==> src/rtl/pom_pkg.sv <==
// shared types, constants and tables of the polyphonic oscillator mixer
package pom_pkg;

    localparam int VOICES          = 16;
    localparam int KEYS            = 16;
    localparam int SINE_TABLE_BITS = 10;

    localparam int VIDX_W  = (VOICES > 1) ? $clog2(VOICES) : 1;
    localparam int OCT_MAX = (VOICES - 1) / 12;
    localparam int OCT_W   = (OCT_MAX > 0) ? $clog2(OCT_MAX + 1) : 1;
    localparam int SUM_W   = $clog2(VOICES) + 11;

    localparam int PHASE_W = 32;
    localparam int BASE_W  = 31;
    localparam int VOL_W   = 8;
    localparam int MUL_A_W = 31;
    localparam int MUL_B_W = 17;
    localparam int PROD_W  = MUL_A_W + MUL_B_W;
    localparam int MAG_W   = 17;
    localparam int X_W     = 16;
    localparam int TERM_W  = 9;

    localparam int CFG_IDX_W  = 2;
    localparam int CFG_DATA_W = 31;

    localparam logic [CFG_IDX_W-1:0] CFG_WAVEFORM = 2'd0;
    localparam logic [CFG_IDX_W-1:0] CFG_VOLUME   = 2'd1;
    localparam logic [CFG_IDX_W-1:0] CFG_BASE_INC = 2'd2;

    typedef enum logic [1:0] {
        WAVE_SINE,
        WAVE_TRIANGLE,
        WAVE_SQUARE,
        WAVE_SAWTOOTH
    } wave_t;

    typedef enum logic [3:0] {
        ST_IDLE,
        ST_READ,
        ST_STEP,
        ST_ADV,
        ST_SQ,
        ST_INNER,
        ST_MID,
        ST_MAG,
        ST_SCALE,
        ST_ACC,
        ST_DONE
    } state_t;

    localparam logic [VOL_W-1:0]  VOLUME_RESET   = 8'd51;
    localparam logic [BASE_W-1:0] BASE_INC_RESET = 31'd19685267;

    localparam logic [MAG_W-1:0]   FULL_SCALE = 17'd32768;
    localparam logic [MUL_B_W-1:0] POLY_A     = 17'd51472;
    localparam logic [MUL_B_W-1:0] POLY_B     = 17'd21024;
    localparam logic [MUL_B_W-1:0] POLY_C     = 17'd2320;

    localparam logic [PHASE_W-1:0] SINE_KEEP =
        {{SINE_TABLE_BITS{1'b1}}, {(PHASE_W - SINE_TABLE_BITS){1'b0}}};

    // 2^(n/12) in q16, rounded
    function automatic logic [MUL_B_W-1:0] semitone_q16(input logic [3:0] semi);
        logic [MUL_B_W-1:0] r;
        case (semi)
            4'd0:    r = 17'd65536;
            4'd1:    r = 17'd69433;
            4'd2:    r = 17'd73562;
            4'd3:    r = 17'd77936;
            4'd4:    r = 17'd82570;
            4'd5:    r = 17'd87480;
            4'd6:    r = 17'd92682;
            4'd7:    r = 17'd98193;
            4'd8:    r = 17'd104032;
            4'd9:    r = 17'd110218;
            4'd10:   r = 17'd116772;
            4'd11:   r = 17'd123715;
            default: r = 17'd65536;
        endcase
        return r;
    endfunction

endpackage

==> src/rtl/pom_if.sv <==
// handshake channels of the oscillator mixer: key ticks, samples and register writes
interface pom_tick_if;
    import pom_pkg::*;
    logic             valid;
    logic             ready;
    logic [KEYS-1:0]  key_mask;

    modport source (output valid, output key_mask, input ready);
    modport sink   (input valid, input key_mask, output ready);
endinterface

interface pom_sample_if;
    logic              valid;
    logic              ready;
    logic signed [7:0] sample;
    logic              clipped;

    modport source (output valid, output sample, output clipped, input ready);
    modport sink   (input valid, input sample, input clipped, output ready);
endinterface

interface pom_cfg_if;
    import pom_pkg::*;
    logic                  valid;
    logic                  ready;
    logic [CFG_IDX_W-1:0]  index;
    logic [CFG_DATA_W-1:0] data;

    modport source (output valid, output index, output data, input ready);
    modport sink   (input valid, input index, input data, output ready);
endinterface

==> src/rtl/pom_ram.sv <==
// generic single write port ram with registered read
module pom_ram #(
    parameter int WIDTH = 32,
    parameter int DEPTH = 16
) (
    input  logic                                        clk,
    input  logic                                        we,
    input  logic [((DEPTH > 1) ? $clog2(DEPTH) : 1)-1:0] waddr,
    input  logic [WIDTH-1:0]                            wdata,
    input  logic                                        re,
    input  logic [((DEPTH > 1) ? $clog2(DEPTH) : 1)-1:0] raddr,
    output logic [WIDTH-1:0]                            rdata
);

    logic [WIDTH-1:0] mem_reg [DEPTH];
    logic [WIDTH-1:0] rdata_reg;

    always_ff @(posedge clk)
    begin
        if (we)
        begin
            mem_reg[waddr] <= wdata;
        end
        if (re)
        begin
            rdata_reg <= mem_reg[raddr];
        end
    end

    assign rdata = rdata_reg;

endmodule

==> src/rtl/polyphonic_oscillator_mixer_unit.sv <==
// per item: idle and done states plus, for each voice, read, step and advance states;
// a held voice adds scale and accumulate, and with sine also square, inner, mid and mag
// a new item is taken only once the last one is done; the single shared 31x17 multiplier and the
// phase ram port walk the voices one at a time
// reset: control and config registers to their defaults, phases read as zero through
// per-voice valid bits, no clearing pass; ready as soon as reset is released
module polyphonic_oscillator_mixer_unit
    import pom_pkg::*;
(
    input  logic          clk,
    input  logic          rst_n,
    pom_cfg_if.sink       cfg,
    pom_tick_if.sink      tick,
    pom_sample_if.source  mix
);

    localparam logic signed [SUM_W-1:0] SUM_MAX = SUM_W'(127);
    localparam logic signed [SUM_W-1:0] SUM_MIN = -SUM_W'(128);

    state_t state_reg;
    state_t state_next;

    wave_t                waveform_reg;
    logic [VOL_W-1:0]     volume_reg;
    logic [BASE_W-1:0]    base_reg;

    logic [VIDX_W-1:0]    j_reg;
    logic [3:0]           semi_reg;
    logic [OCT_W-1:0]     oct_reg;
    logic [KEYS-1:0]      mask_reg;
    logic [VOICES-1:0]    valid_reg;

    logic signed [SUM_W-1:0] sum_reg;
    logic [PHASE_W-1:0]   phase_reg;
    logic [PROD_W-1:0]    prod_reg;
    logic [X_W-1:0]       x_reg;
    logic [X_W-1:0]       x2_reg;
    logic [MAG_W-1:0]     aw_reg;
    logic                 neg_reg;

    logic signed [7:0]    sample_reg;
    logic                 clipped_reg;
    logic                 out_valid_reg;

    logic [MUL_A_W-1:0]   mul_a;
    logic [MUL_B_W-1:0]   mul_b;
    logic                 ram_we;
    logic                 ram_re;
    logic [PHASE_W-1:0]   ram_rdata;

    logic [63:0]          step_wide;
    logic [PHASE_W-1:0]   step;
    logic [PHASE_W-1:0]   wphase;
    logic [X_W-1:0]       x_cur;
    logic [MAG_W-1:0]     aw_cur;
    logic                 neg_cur;
    logic [6:0]           j_ext;
    logic                 held;
    logic                 last;
    logic                 advance;
    logic                 accept;
    logic                 load_out;
    logic [14:0]          vol127;
    logic [TERM_W-1:0]    term;

    assign accept   = tick.valid && tick.ready;
    assign cfg.ready = 1'b1;

    assign step_wide = 64'(prod_reg) << oct_reg;
    assign step      = step_wide[47:16];
    assign j_ext     = 7'(j_reg);
    assign held      = (j_ext < 7'(KEYS)) && mask_reg[j_ext[3:0]];
    assign last      = (j_reg == VIDX_W'(VOICES - 1));
    assign vol127    = {volume_reg, 7'b0} - 15'(volume_reg);
    assign term      = prod_reg[31:23];
    assign advance   = ((state_reg == ST_ADV) && !held) || (state_reg == ST_ACC);
    assign load_out  = (state_reg == ST_DONE) && (!out_valid_reg || mix.ready);

    // waveform value at the phase before the advance, as sign and magnitude
    always_comb
    begin
        wphase = (waveform_reg == WAVE_SINE) ? (phase_reg & SINE_KEEP) : phase_reg;
        x_cur  = wphase[30] ? X_W'(FULL_SCALE - {2'b0, wphase[29:15]})
                            : {1'b0, wphase[29:15]};
        aw_cur  = '0;
        neg_cur = wphase[31];
        case (waveform_reg)
            WAVE_SINE:
            begin
                aw_cur  = '0;
                neg_cur = wphase[31];
            end
            WAVE_TRIANGLE:
            begin
                aw_cur  = {1'b0, x_cur};
                neg_cur = wphase[31];
            end
            WAVE_SQUARE:
            begin
                aw_cur  = FULL_SCALE;
                neg_cur = phase_reg[31];
            end
            default:
            begin
                if (phase_reg[31])
                begin
                    aw_cur  = {2'b0, phase_reg[30:16]};
                    neg_cur = 1'b0;
                end
                else
                begin
                    aw_cur  = FULL_SCALE - {1'b0, phase_reg[31:16]};
                    neg_cur = 1'b1;
                end
            end
        endcase
    end

    always_comb
    begin
        state_next = state_reg;
        unique case (state_reg)
            ST_IDLE:
            begin
                if (tick.valid)
                begin
                    state_next = ST_READ;
                end
            end
            ST_READ:  state_next = ST_STEP;
            ST_STEP:  state_next = ST_ADV;
            ST_ADV:
            begin
                if (!held)
                begin
                    state_next = last ? ST_DONE : ST_READ;
                end
                else if (waveform_reg == WAVE_SINE)
                begin
                    state_next = ST_SQ;
                end
                else
                begin
                    state_next = ST_SCALE;
                end
            end
            ST_SQ:    state_next = ST_INNER;
            ST_INNER: state_next = ST_MID;
            ST_MID:   state_next = ST_MAG;
            ST_MAG:   state_next = ST_SCALE;
            ST_SCALE: state_next = ST_ACC;
            ST_ACC:   state_next = last ? ST_DONE : ST_READ;
            ST_DONE:
            begin
                if (!out_valid_reg || mix.ready)
                begin
                    state_next = ST_IDLE;
                end
            end
            default:  state_next = ST_IDLE;
        endcase
    end

    always_comb
    begin
        tick.ready = 1'b0;
        ram_we     = 1'b0;
        ram_re     = 1'b0;
        mul_a      = '0;
        mul_b      = '0;
        unique case (state_reg)
            ST_IDLE:  tick.ready = 1'b1;
            ST_READ:  ram_re = 1'b1;
            ST_STEP:
            begin
                mul_a = base_reg;
                mul_b = semitone_q16(semi_reg);
            end
            ST_ADV:
            begin
                ram_we = 1'b1;
                mul_a  = MUL_A_W'(x_cur);
                mul_b  = MUL_B_W'(x_cur);
            end
            ST_SQ:
            begin
                mul_a = MUL_A_W'(prod_reg[30:15]);
                mul_b = POLY_C;
            end
            ST_INNER:
            begin
                mul_a = MUL_A_W'(x2_reg);
                mul_b = POLY_B - prod_reg[31:15];
            end
            ST_MID:
            begin
                mul_a = MUL_A_W'(x_reg);
                mul_b = POLY_A - prod_reg[31:15];
            end
            ST_SCALE:
            begin
                mul_a = MUL_A_W'(aw_reg);
                mul_b = MUL_B_W'(vol127);
            end
            default:
            begin
                tick.ready = 1'b0;
            end
        endcase
    end

    pom_ram #(
        .WIDTH (PHASE_W),
        .DEPTH (VOICES)
    ) u_phase_ram (
        .clk   (clk),
        .we    (ram_we),
        .waddr (j_reg),
        .wdata (phase_reg + step),
        .re    (ram_re),
        .raddr (j_reg),
        .rdata (ram_rdata)
    );

    // control state
    always_ff @(posedge clk or negedge rst_n)
    begin
        if (!rst_n)
        begin
            state_reg     <= ST_IDLE;
            waveform_reg  <= WAVE_SINE;
            volume_reg    <= VOLUME_RESET;
            base_reg      <= BASE_INC_RESET;
            valid_reg     <= '0;
            j_reg         <= '0;
            semi_reg      <= '0;
            oct_reg       <= '0;
            mask_reg      <= '0;
            out_valid_reg <= 1'b0;
        end
        else
        begin
            state_reg <= state_next;
            if (cfg.valid)
            begin
                unique case (cfg.index)
                    CFG_WAVEFORM: waveform_reg <= wave_t'(cfg.data[1:0]);
                    CFG_VOLUME:   volume_reg   <= cfg.data[VOL_W-1:0];
                    CFG_BASE_INC: base_reg     <= cfg.data[BASE_W-1:0];
                    default:      ;
                endcase
            end
            if (ram_we)
            begin
                valid_reg[j_reg] <= 1'b1;
            end
            if (accept)
            begin
                mask_reg <= tick.key_mask;
                j_reg    <= '0;
                semi_reg <= '0;
                oct_reg  <= '0;
            end
            else if (advance && !last)
            begin
                j_reg <= j_reg + 1'b1;
                if (semi_reg == 4'd11)
                begin
                    semi_reg <= '0;
                    oct_reg  <= oct_reg + 1'b1;
                end
                else
                begin
                    semi_reg <= semi_reg + 1'b1;
                end
            end
            if (load_out)
            begin
                out_valid_reg <= 1'b1;
            end
            else if (mix.ready)
            begin
                out_valid_reg <= 1'b0;
            end
        end
    end

    // datapath
    always_ff @(posedge clk)
    begin
        prod_reg <= 48'(mul_a) * 48'(mul_b);
        if (accept)
        begin
            sum_reg <= '0;
        end
        case (state_reg)
            ST_STEP:
            begin
                phase_reg <= valid_reg[j_reg] ? ram_rdata : '0;
            end
            ST_ADV:
            begin
                x_reg   <= x_cur;
                aw_reg  <= aw_cur;
                neg_reg <= neg_cur;
            end
            ST_SQ:
            begin
                x2_reg <= prod_reg[30:15];
            end
            ST_MAG:
            begin
                aw_reg <= prod_reg[31:15];
            end
            ST_ACC:
            begin
                sum_reg <= neg_reg ? sum_reg - SUM_W'(term) : sum_reg + SUM_W'(term);
            end
            default:
            begin
            end
        endcase
        if (load_out)
        begin
            if (sum_reg > SUM_MAX)
            begin
                sample_reg  <= 8'sd127;
                clipped_reg <= 1'b1;
            end
            else if (sum_reg < SUM_MIN)
            begin
                sample_reg  <= -8'sd128;
                clipped_reg <= 1'b1;
            end
            else
            begin
                sample_reg  <= sum_reg[7:0];
                clipped_reg <= 1'b0;
            end
        end
    end

    assign mix.valid   = out_valid_reg;
    assign mix.sample  = sample_reg;
    assign mix.clipped = clipped_reg;

endmodule

==> src/flat_wrapper.sv <==
// flat-port wrapper written by rule: the top's interface ports become plain ports
module polyphonic_oscillator_mixer_unit_flat import pom_pkg::*;
  (clk, rst_n, cfg_valid, cfg_index, cfg_data, cfg_ready, tick_valid, tick_key_mask, tick_ready, mix_valid, mix_sample, mix_clipped, mix_ready);
  pom_cfg_if cfg_i ();
  pom_tick_if tick_i ();
  pom_sample_if mix_i ();
  input  logic clk;
  input  logic rst_n;
  input wire logic [$bits(cfg_i.valid)-1:0] cfg_valid;
  input wire logic [$bits(cfg_i.index)-1:0] cfg_index;
  input wire logic [$bits(cfg_i.data)-1:0] cfg_data;
  output wire logic [$bits(cfg_i.ready)-1:0] cfg_ready;
  input wire logic [$bits(tick_i.valid)-1:0] tick_valid;
  input wire logic [$bits(tick_i.key_mask)-1:0] tick_key_mask;
  output wire logic [$bits(tick_i.ready)-1:0] tick_ready;
  output wire logic [$bits(mix_i.valid)-1:0] mix_valid;
  output wire logic [$bits(mix_i.sample)-1:0] mix_sample;
  output wire logic [$bits(mix_i.clipped)-1:0] mix_clipped;
  input wire logic [$bits(mix_i.ready)-1:0] mix_ready;
  assign cfg_i.valid = cfg_valid;
  assign cfg_i.index = cfg_index;
  assign cfg_i.data = cfg_data;
  assign cfg_ready = cfg_i.ready;
  assign tick_i.valid = tick_valid;
  assign tick_i.key_mask = tick_key_mask;
  assign tick_ready = tick_i.ready;
  assign mix_valid = mix_i.valid;
  assign mix_sample = mix_i.sample;
  assign mix_clipped = mix_i.clipped;
  assign mix_i.ready = mix_ready;
  polyphonic_oscillator_mixer_unit u_core (.clk(clk), .rst_n(rst_n), .cfg(cfg_i), .tick(tick_i), .mix(mix_i));
endmodule
==> config.mk <==
export PLATFORM = sky130hd
export DESIGN_NAME = polyphonic_oscillator_mixer_unit_flat
export DESIGN_NICKNAME = d
export VERILOG_FILES = /design/src/rtl/pom_pkg.sv /design/src/rtl/pom_if.sv /design/src/rtl/pom_ram.sv /design/src/rtl/polyphonic_oscillator_mixer_unit.sv /design/src/flat_wrapper.sv
export SDC_FILE = /design/constraint.sdc
export NUM_CORES = 2
export LEC_CHECK = 0
export BUFFER_PORTS_ARGS = -buffer_cell sky130_fd_sc_hd__buf_4
export CAP_MARGIN = 5
export CORE_UTILIZATION = 60
export DETAILED_ROUTE_END_ITERATION = 8
export PLACE_DENSITY = 0.78
export REMOVE_ABC_BUFFERS = 1
export SLEW_MARGIN = 15
export SYNTH_ARGS = -nofsm -noshare
export SYNTH_HDL_FRONTEND = slang
export SYNTH_HIERARCHICAL = 1
export SYNTH_SLANG_ARGS = --single-unit
==> constraint.sdc <==
create_clock -name clk -period 21.8 [get_ports clk]
set_input_delay 4.36 -clock clk [delete_from_list [all_inputs] [get_ports clk]]
set_output_delay 4.36 -clock clk [all_outputs]
set_load 0.05 [all_outputs]
# After elaboration in Yosys (flattened, before gate mapping)
# Memory sizes are Yosys's and may differ from the RTL's. A register that Yosys moved wholly into a read port is not among the register bits.
# Index checks and enable logic that the tools add are counted.
[classes]
n_reduce_logical = 25
n_bitwise = 1
mul = 1
n_mux = 41
shift = 1
magnitude_cmp = 5
n_eq_ne = 18
n_addsub = 11
[op_table]
columns = ["cell", "n"]
rows = [
  ["$pmux 31 s6", 1],
  ["$pmux 17 s6", 1],
  ["$pmux 17 s3", 1],
  ["$mul 31x17->48", 1],
  ["$shl 48x1->48", 1],
  ["$mux 15", 3],
  ["$pmux 4 s11", 1],
  ["$mux 4", 10],
  ["$pmux 17 s2", 1],
  ["$add 32x32->32", 1],
  ["$mux 22", 1],
  ["$eq 4x4->1 const B", 5],
  ["$mux 17", 1],
  ["$sub 15x17->17 const A", 1],
  ["$sub 16x16->17 const A", 1],
  ["$sub 16x17->17 const A", 1],
  ["$eq 4x3->1 const B", 4],
  ["$mux 16", 1],
  ["$or 16x16->16", 1],
  ["$sub 16x15->16 const A", 1],
  ["$add 15x9->15", 1],
  ["$gt 15x8->1 const B", 1],
  ["$lt 15x8->1 const B", 1],
  ["$mux 1", 15],
  ["other kinds (23)", 47],
]
[word_totals]
in_bits = 54
mem_bits_ro = 256
memories = 2
regBits = 241
ram_bits = 512
[memory_table]
columns = ["memory", "words", "word_bits", "read_ports", "rd_clocked_by_memory_dff", "write_ports", "line", "text"]
rows = [
  ["u_core.u_phase_ram.mem_reg", 16, 32, 1, 1, 1, "pom_ram.sv:15", "logic [WIDTH-1:0] mem_reg [DEPTH];"],
  ["(no name shown)", 16, 16, 1, 0, 0, "pom_pkg.sv:65", "case (semi)"],
]

# Logic depth before layout (Yosys ltp)
[logic_depth]
ltp_word = 9
depth_mapped = 40
ltp_nobuf = 34

# Modules after synthesis
# Netlist, hierarchy kept.
[modules_own_cells]
columns = ["mod", "n_inst", "area_per_inst_um2", "cells_per_inst", "seq_area_each_um2"]
rows = [
  ["polyphonic_oscillator_mixer_unit", 1, 29460.8, 3221, 6043.3],
  ["pom_ram", 1, 20155.6, 838, 16335.7],
]

# Worst setup path before layout
# No wires, ideal clock.
[synth_timing]
path_type = "flip-flop to flip-flop"
from = "reg u_core.state_reg[1]"
to = "reg u_core.prod_reg[47]"
path_buffers = 6
path_stages_with_launch = 40
period_less_slack_ns = 9.218
setup_time_ns = 0.072
arrival_time_ns = 9.146
slack_ns = 12.582
path_cell_list = "dfrtp_1 -> clkbuf_1 -> nand4bb_1 -> clkbuf_1 -> inv_1 -> buf_1 -> clkbuf_1 -> ha_1 -> buf_1 -> a41oi_1 -> o21ai_0 -> and2_1 -> maj3_1 -> nand2_1 -> mux2i_1 -> o2111ai_1 -> clkbuf_1 -> nand2_1 -> (+4 left out) -> fa_1 -> inv_1 -> fa_1 -> fa_1 -> inv_1 -> fa_1 -> inv_1 -> ha_1 -> a21oi_1 -> o21ai_0 -> a2111oi_0 -> a21oi_1 -> o21ai_0 -> a21bo_2 -> o31ai_1 -> a311o_1 -> a21oi_1 -> xnor2_1"
[synth_between]
elab_chain_len = 3
elab_cells_between_ends = 9
cone_classes = "1 x mul; 6 x eq/ne; 2 x mux"
[synth_lines]
columns = ["item", "line", "text"]
rows = [
  ["start, declared", "polyphonic_oscillator_mixer_unit.sv:20", "state_t state_reg;"],
  ["start signal, assigned", "polyphonic_oscillator_mixer_unit.sv:243", "state_reg <= state_next;"],
  ["$eq 4x4->1 (tied with other cells)", "polyphonic_oscillator_mixer_unit.sv:171", "unique case (state_reg)"],
  ["$pmux 31 s6 / $pmux 17 s6 (equally long branches)", "polyphonic_oscillator_mixer_unit.sv:171", ""],
  ["$mul 31x17->48 *", "polyphonic_oscillator_mixer_unit.sv:291", "prod_reg <= 48'(mul_a) * 48'(mul_b);"],
  ["end signal, assigned", "polyphonic_oscillator_mixer_unit.sv:291", ""],
  ["end, declared", "polyphonic_oscillator_mixer_unit.sv:35", "logic [PROD_W-1:0] prod_reg;"],
]
# Every way passes the cells marked *; elsewhere a longest branch is shown, timed or not.
# A chain may end at the register's enable or synchronous reset.

# Worst setup path after layout
[layout_timing]
from = "reg u_core.state_reg[0]"
to = "reg u_core.prod_reg[47]"
# The elaborated chain is that of the path after synthesis.

==> reports/results.txt <==
Across the VDD grid, the largest voltage drop is 0.0001283 V. TritonCTS built the clock tree. Measured against its own limit, the worst slew margin works out to 17.15%. The tools report the detailed placement HPWL as 83,000 um. The overall global routing resource usage is 31.61%. The run gives 6 as the number of search-and-repair iterations in the first detailed-routing pass. The cell area after synthesis is 49,620 um2.

After routing, the total negative slack on setup checks comes to 0 ps. The run finished with clean final reports. The run gives 32.30k as the vias after detailed routing. The number of cell instances on the worst register-to-register path is 31. The cell area power density is 164.3 nW/um2, and the number of antenna violations at the first check in global routing is 2. The filler cells instantiated in the layout total 5,856. The quantity of gates resized following cts is 0. Clock-pin slew was measured on the worst setup and hold paths at 60 ps.

After clock tree synthesis, the setup repair step added 0 buffers. The start-to-end type of the worst setup path was reg -> reg. The maximum clock rate is 88.87 MHz, and the worst clock skew on the final layout is 60.36 ps. After detailed placement, the total cell area comes to 51,280 um2. The logs give 81,980 um2 for the area of the core and 197,000 um for the first-pass GRT wire length. In the global route stage, met3 resource usage came out at 6.374%.

The number of global-route vias before repair was 33.74k. The most used flip-flop cell after synthesis was edfxtp_1. On the critical path the largest part of the delay comes from adder cells.

Setup violations remaining at the end of the flow were counted as 0. The source of the critical timing path is u_core/state_reg[0]. The full die area is 83,850 um2, and the maximum number of pins on one net before global-route repair is 109. The flip-flop count of the largest register, all copies and words added is 512. Maximum net fanout on the critical path: 31. Data on the critical path is required at its endpoint by 22,350 ps. The largest single stage delay on the critical path is 950 ps. The max-slew violation count was 0; the wire length per cell after detailed routing was 24.58 um.

The worst register-to-register path ends at u_core/prod_reg[47]. The floorplan step set the die width to 289.6 um. Multiplexer cells account for 8.256% of the synthesized area. The run gives 0 as the final antenna diode count. Measured along the y axis, the die boundary spans 289.6 um. The tools report the slack of the critical path as 10,550 ps.

Leaving out fill and tap cells, the most frequent cells in the layout are edfxtp_1 (650), inv_1 (591), nand2_1 (519). Summed over all layers, the routed wires come to 127,800 um. Leaving out fill and tap cells, the most frequent cell in the layout is edfxtp_1. In the routed design, unresolved DRC markers number 0.

The global routing stage identified its most utilized layer as met2. The path class of the tightest hold or removal check is reg -> reg. Across the run, the number of max-cap violations was 0. Once the floorplan was initialized, standard cells occupied 60.52% of the core.

The fraction of synthesized cell area in xor and xnor cells works out to 2.312%. The worst path uses 51.62% of the clock period. During synthesis, Yosys emitted a total of 6 warnings. The signal arrival time at the worst endpoint was 11,800 ps; the instance count on the critical path was 31. The net count of the finished layout is 4,737. Master of the slowest instance on the critical path: inv_1. STA classifies the critical path startpoint as a register.

The clock period could shrink to 11,250 ps. For the met1 track demand over resource in global routing, the log shows 40.71%. The area fraction in and, or, nand and nor cells after synthesis is 9.209%, and the adder and majority cell fraction of the synthesized area is 22.24%.

Global routing used 51.85% of the available met2 tracks. The number of primary I/O pins came out at 66. Synthesis produced 4,059 cells. The run gives 54,110 um2 as the final instance area.

Among the stages of the critical path, the cell type that occurs most often is fa_1. The worst setup path is captured at a register. Buffers inserted during clock tree synthesis total 81. Total count of hold-check failures in the final report: 0.

For the pin with the worst max-slew slack, the measured transition is 1240 ps. The growth of design area from synthesis to finish works out to 9.048%. At the end of routability-driven placement, the weighted congestion stood at 0.9659.

The tools report the cell chosen for the clock root as clkbuf_16. Together, buffers and inverters on the worst path number 5. At the placement stage, the worst setup path has a slack of 10,840 ps.

The detail route stage leaves a number of antenna-violating nets equal to 0. The synthesized netlist devotes 6.615% of its cell area to compound gates. For this design the static power due to leakage is 22.07 nW.

The average size of a mapped cell was 12.22 um2. For this design, the sink count on the clock tree is 770. In this run the critical register-to-register path is launched from u_core/state_reg[0]. The vias per cell was 6.211; the sequential area share after synthesis was 45.10%. The count of buffers added on input and output ports is 64. The slack of the worst reg-to-reg path was 10,550 ps. The most critical setup path has its endpoint at u_core/prod_reg[47].

The proportion of layout cells with a drive suffix above 1 came out at 13.22%. The deepest level of the CTS H-tree was 3; the count of state elements after synthesis was 770. Sum of overflow across all layers after global routing: 0. Row generation in the floorplan step produced 105 rows. Setup repair after global routing left no endpoint under its margin. The tools report the maximum buffer depth of the clock tree as 3. Of all flip-flops after synthesis, the portion carrying an async set or reset was 11.30%. Number of enable flip-flop cells after synthesis: 650. The combinational family with the most area after synthesis is adder cells. The logs give 0 for the number of hold buffers added after cts and 680 ps for the clock latency at the later pin of the worst-skew pair. For this block, the initial DRC count from the detailed router was 3,306. The number of different library cells used by synthesis comes to 75.
==> through the flow <==
step	instances	hold slack, ps	total power, mW	util, %
3_5_place_dp	5049	457.1	7.362	62.55
6_report	5200	469.5	8.891	66.00
4_1_cts	5199	470.2	8.802	65.83
2_1_floorplan	3846	436.0	5.828	-
3_3_place_gp	5049	453.1	7.243	62.55
5_1_grt	5200	488.0	9.471	66.00
==> worst min path at each step <==
| stage | from | endpoint | slack, ps | cells after the start |
|---|---|---|---|---|
| 3_5_place_dp | u_core/valid_reg[3] | u_core/valid_reg[3] | 460 | 1 |
| 6_report | u_core/valid_reg[10] | u_core/valid_reg[10] | 470 | 1 |
| 4_1_cts | u_core/valid_reg[3] | u_core/valid_reg[3] | 470 | 1 |
| 5_1_grt | u_core/valid_reg[11] | u_core/valid_reg[11] | 490 | 1 |
| 3_3_place_gp | u_core/valid_reg[1] | u_core/valid_reg[1] | 450 | 1 |
| 2_1_floorplan | u_core/valid_reg[2] | u_core/valid_reg[2] | 440 | 1 |
==> Yosys cell counts (all sizes together) (8+ instances only) <==
| master | count | area (um2) |
|---|---|---|
| edfxtp | 650 | 19520 |
| inv | 592 | 2222 |
| nand2 | 519 | 1948 |
| fa | 434 | 8688 |
| ha | 186 | 2327 |
| nor2 | 178 | 670.7 |
| clkbuf | 152 | 570.6 |
| mux4 | 138 | 3108 |
| a21oi | 123 | 615.6 |
| and2 | 104 | 650.6 |
| a22oi | 93 | 698.2 |
| xnor2 | 93 | 814.5 |
| mux2 | 78 | 878.3 |
| o21ai | 73 | 365.3 |
| dfrtp | 69 | 1727 |
| buf | 61 | 310.3 |
| a21o | 42 | 315.3 |
| xor2 | 38 | 332.8 |
| nor3 | 37 | 185.2 |
| nand3 | 36 | 180.2 |
| nor2b | 35 | 219.0 |
| dfxtp | 33 | 660.6 |
| nand2b | 33 | 206.5 |
| a31oi | 18 | 112.6 |
| dfstp | 18 | 473.0 |
| a22o | 17 | 148.9 |
| o21a | 16 | 120.1 |
| o21bai | 15 | 112.6 |
| or3 | 15 | 98.84 |
| mux2i | 11 | 110.1 |
| nor4 | 11 | 68.82 |
| nand4 | 10 | 62.56 |
| o31ai | 10 | 88.83 |
| and3 | 9 | 56.30 |
| a211oi | 8 | 60.06 |
| a222oi | 8 | 80.08 |
| nand3b | 8 | 60.06 |
| nor3b | 8 | 60.06 |
==> cells by family (layout without fill, tap and decap cells) <==
| logic type | count (synthesis) | in the layout |
|---|---|---|
| compound gates | 487 | 487 |
| xor+xnor | 131 | 131 |
| fa+ha+maj | 622 | 622 |
| buf+inv | 805 | 876 |
| flops | 770 | 770 |
| mux | 227 | 227 |
| other cells | 1 | 1 |
| simple gates | 1016 | 1016 |
==> worst register-to-register path: cells and delay by family (launching register included) <==
kind / cells / cell delay [ps]
AOI/OAI and AO/OA: 11 / 3360
and+or+nand+nor: 4 / 1310
buffers and inverters: 5 / 1560
adders and majority gates: 9 / 4180
DFF: 1 / 500
xor gates and xnor gates: 1 / 130
muxes: 1 / 90
==> final cells by class <==
type / count / area (um2) / area share (%)
multi-input cells: 2484 / 24440 / 45.18
flip-flops and latches: 770 / 22390 / 41.38
inverters: 592 / 2222 / 4.107
clock buffers: 106 / 2203 / 4.072
well taps: 1070 / 1339 / 2.474
repair buffers: 134 / 1031 / 1.906
clock inverters: 44 / 480.5 / 0.8880
==> power by group <==
part           switching [mW]  internal, mW  total, mW
registers               0.226          2.36       2.58
logic                    3.21          1.72       4.94
clock network           0.607         0.765       1.37
==> per-layer routing <==
metal	part of all wire [%]	vias to the layer above
li1	-	13791
met1	37	16291
met2	49	1791
met3	9.5	424
met4	5.1	2
met5	0.0086	-
No activity file was read; power rests on OpenSTA's default activity.
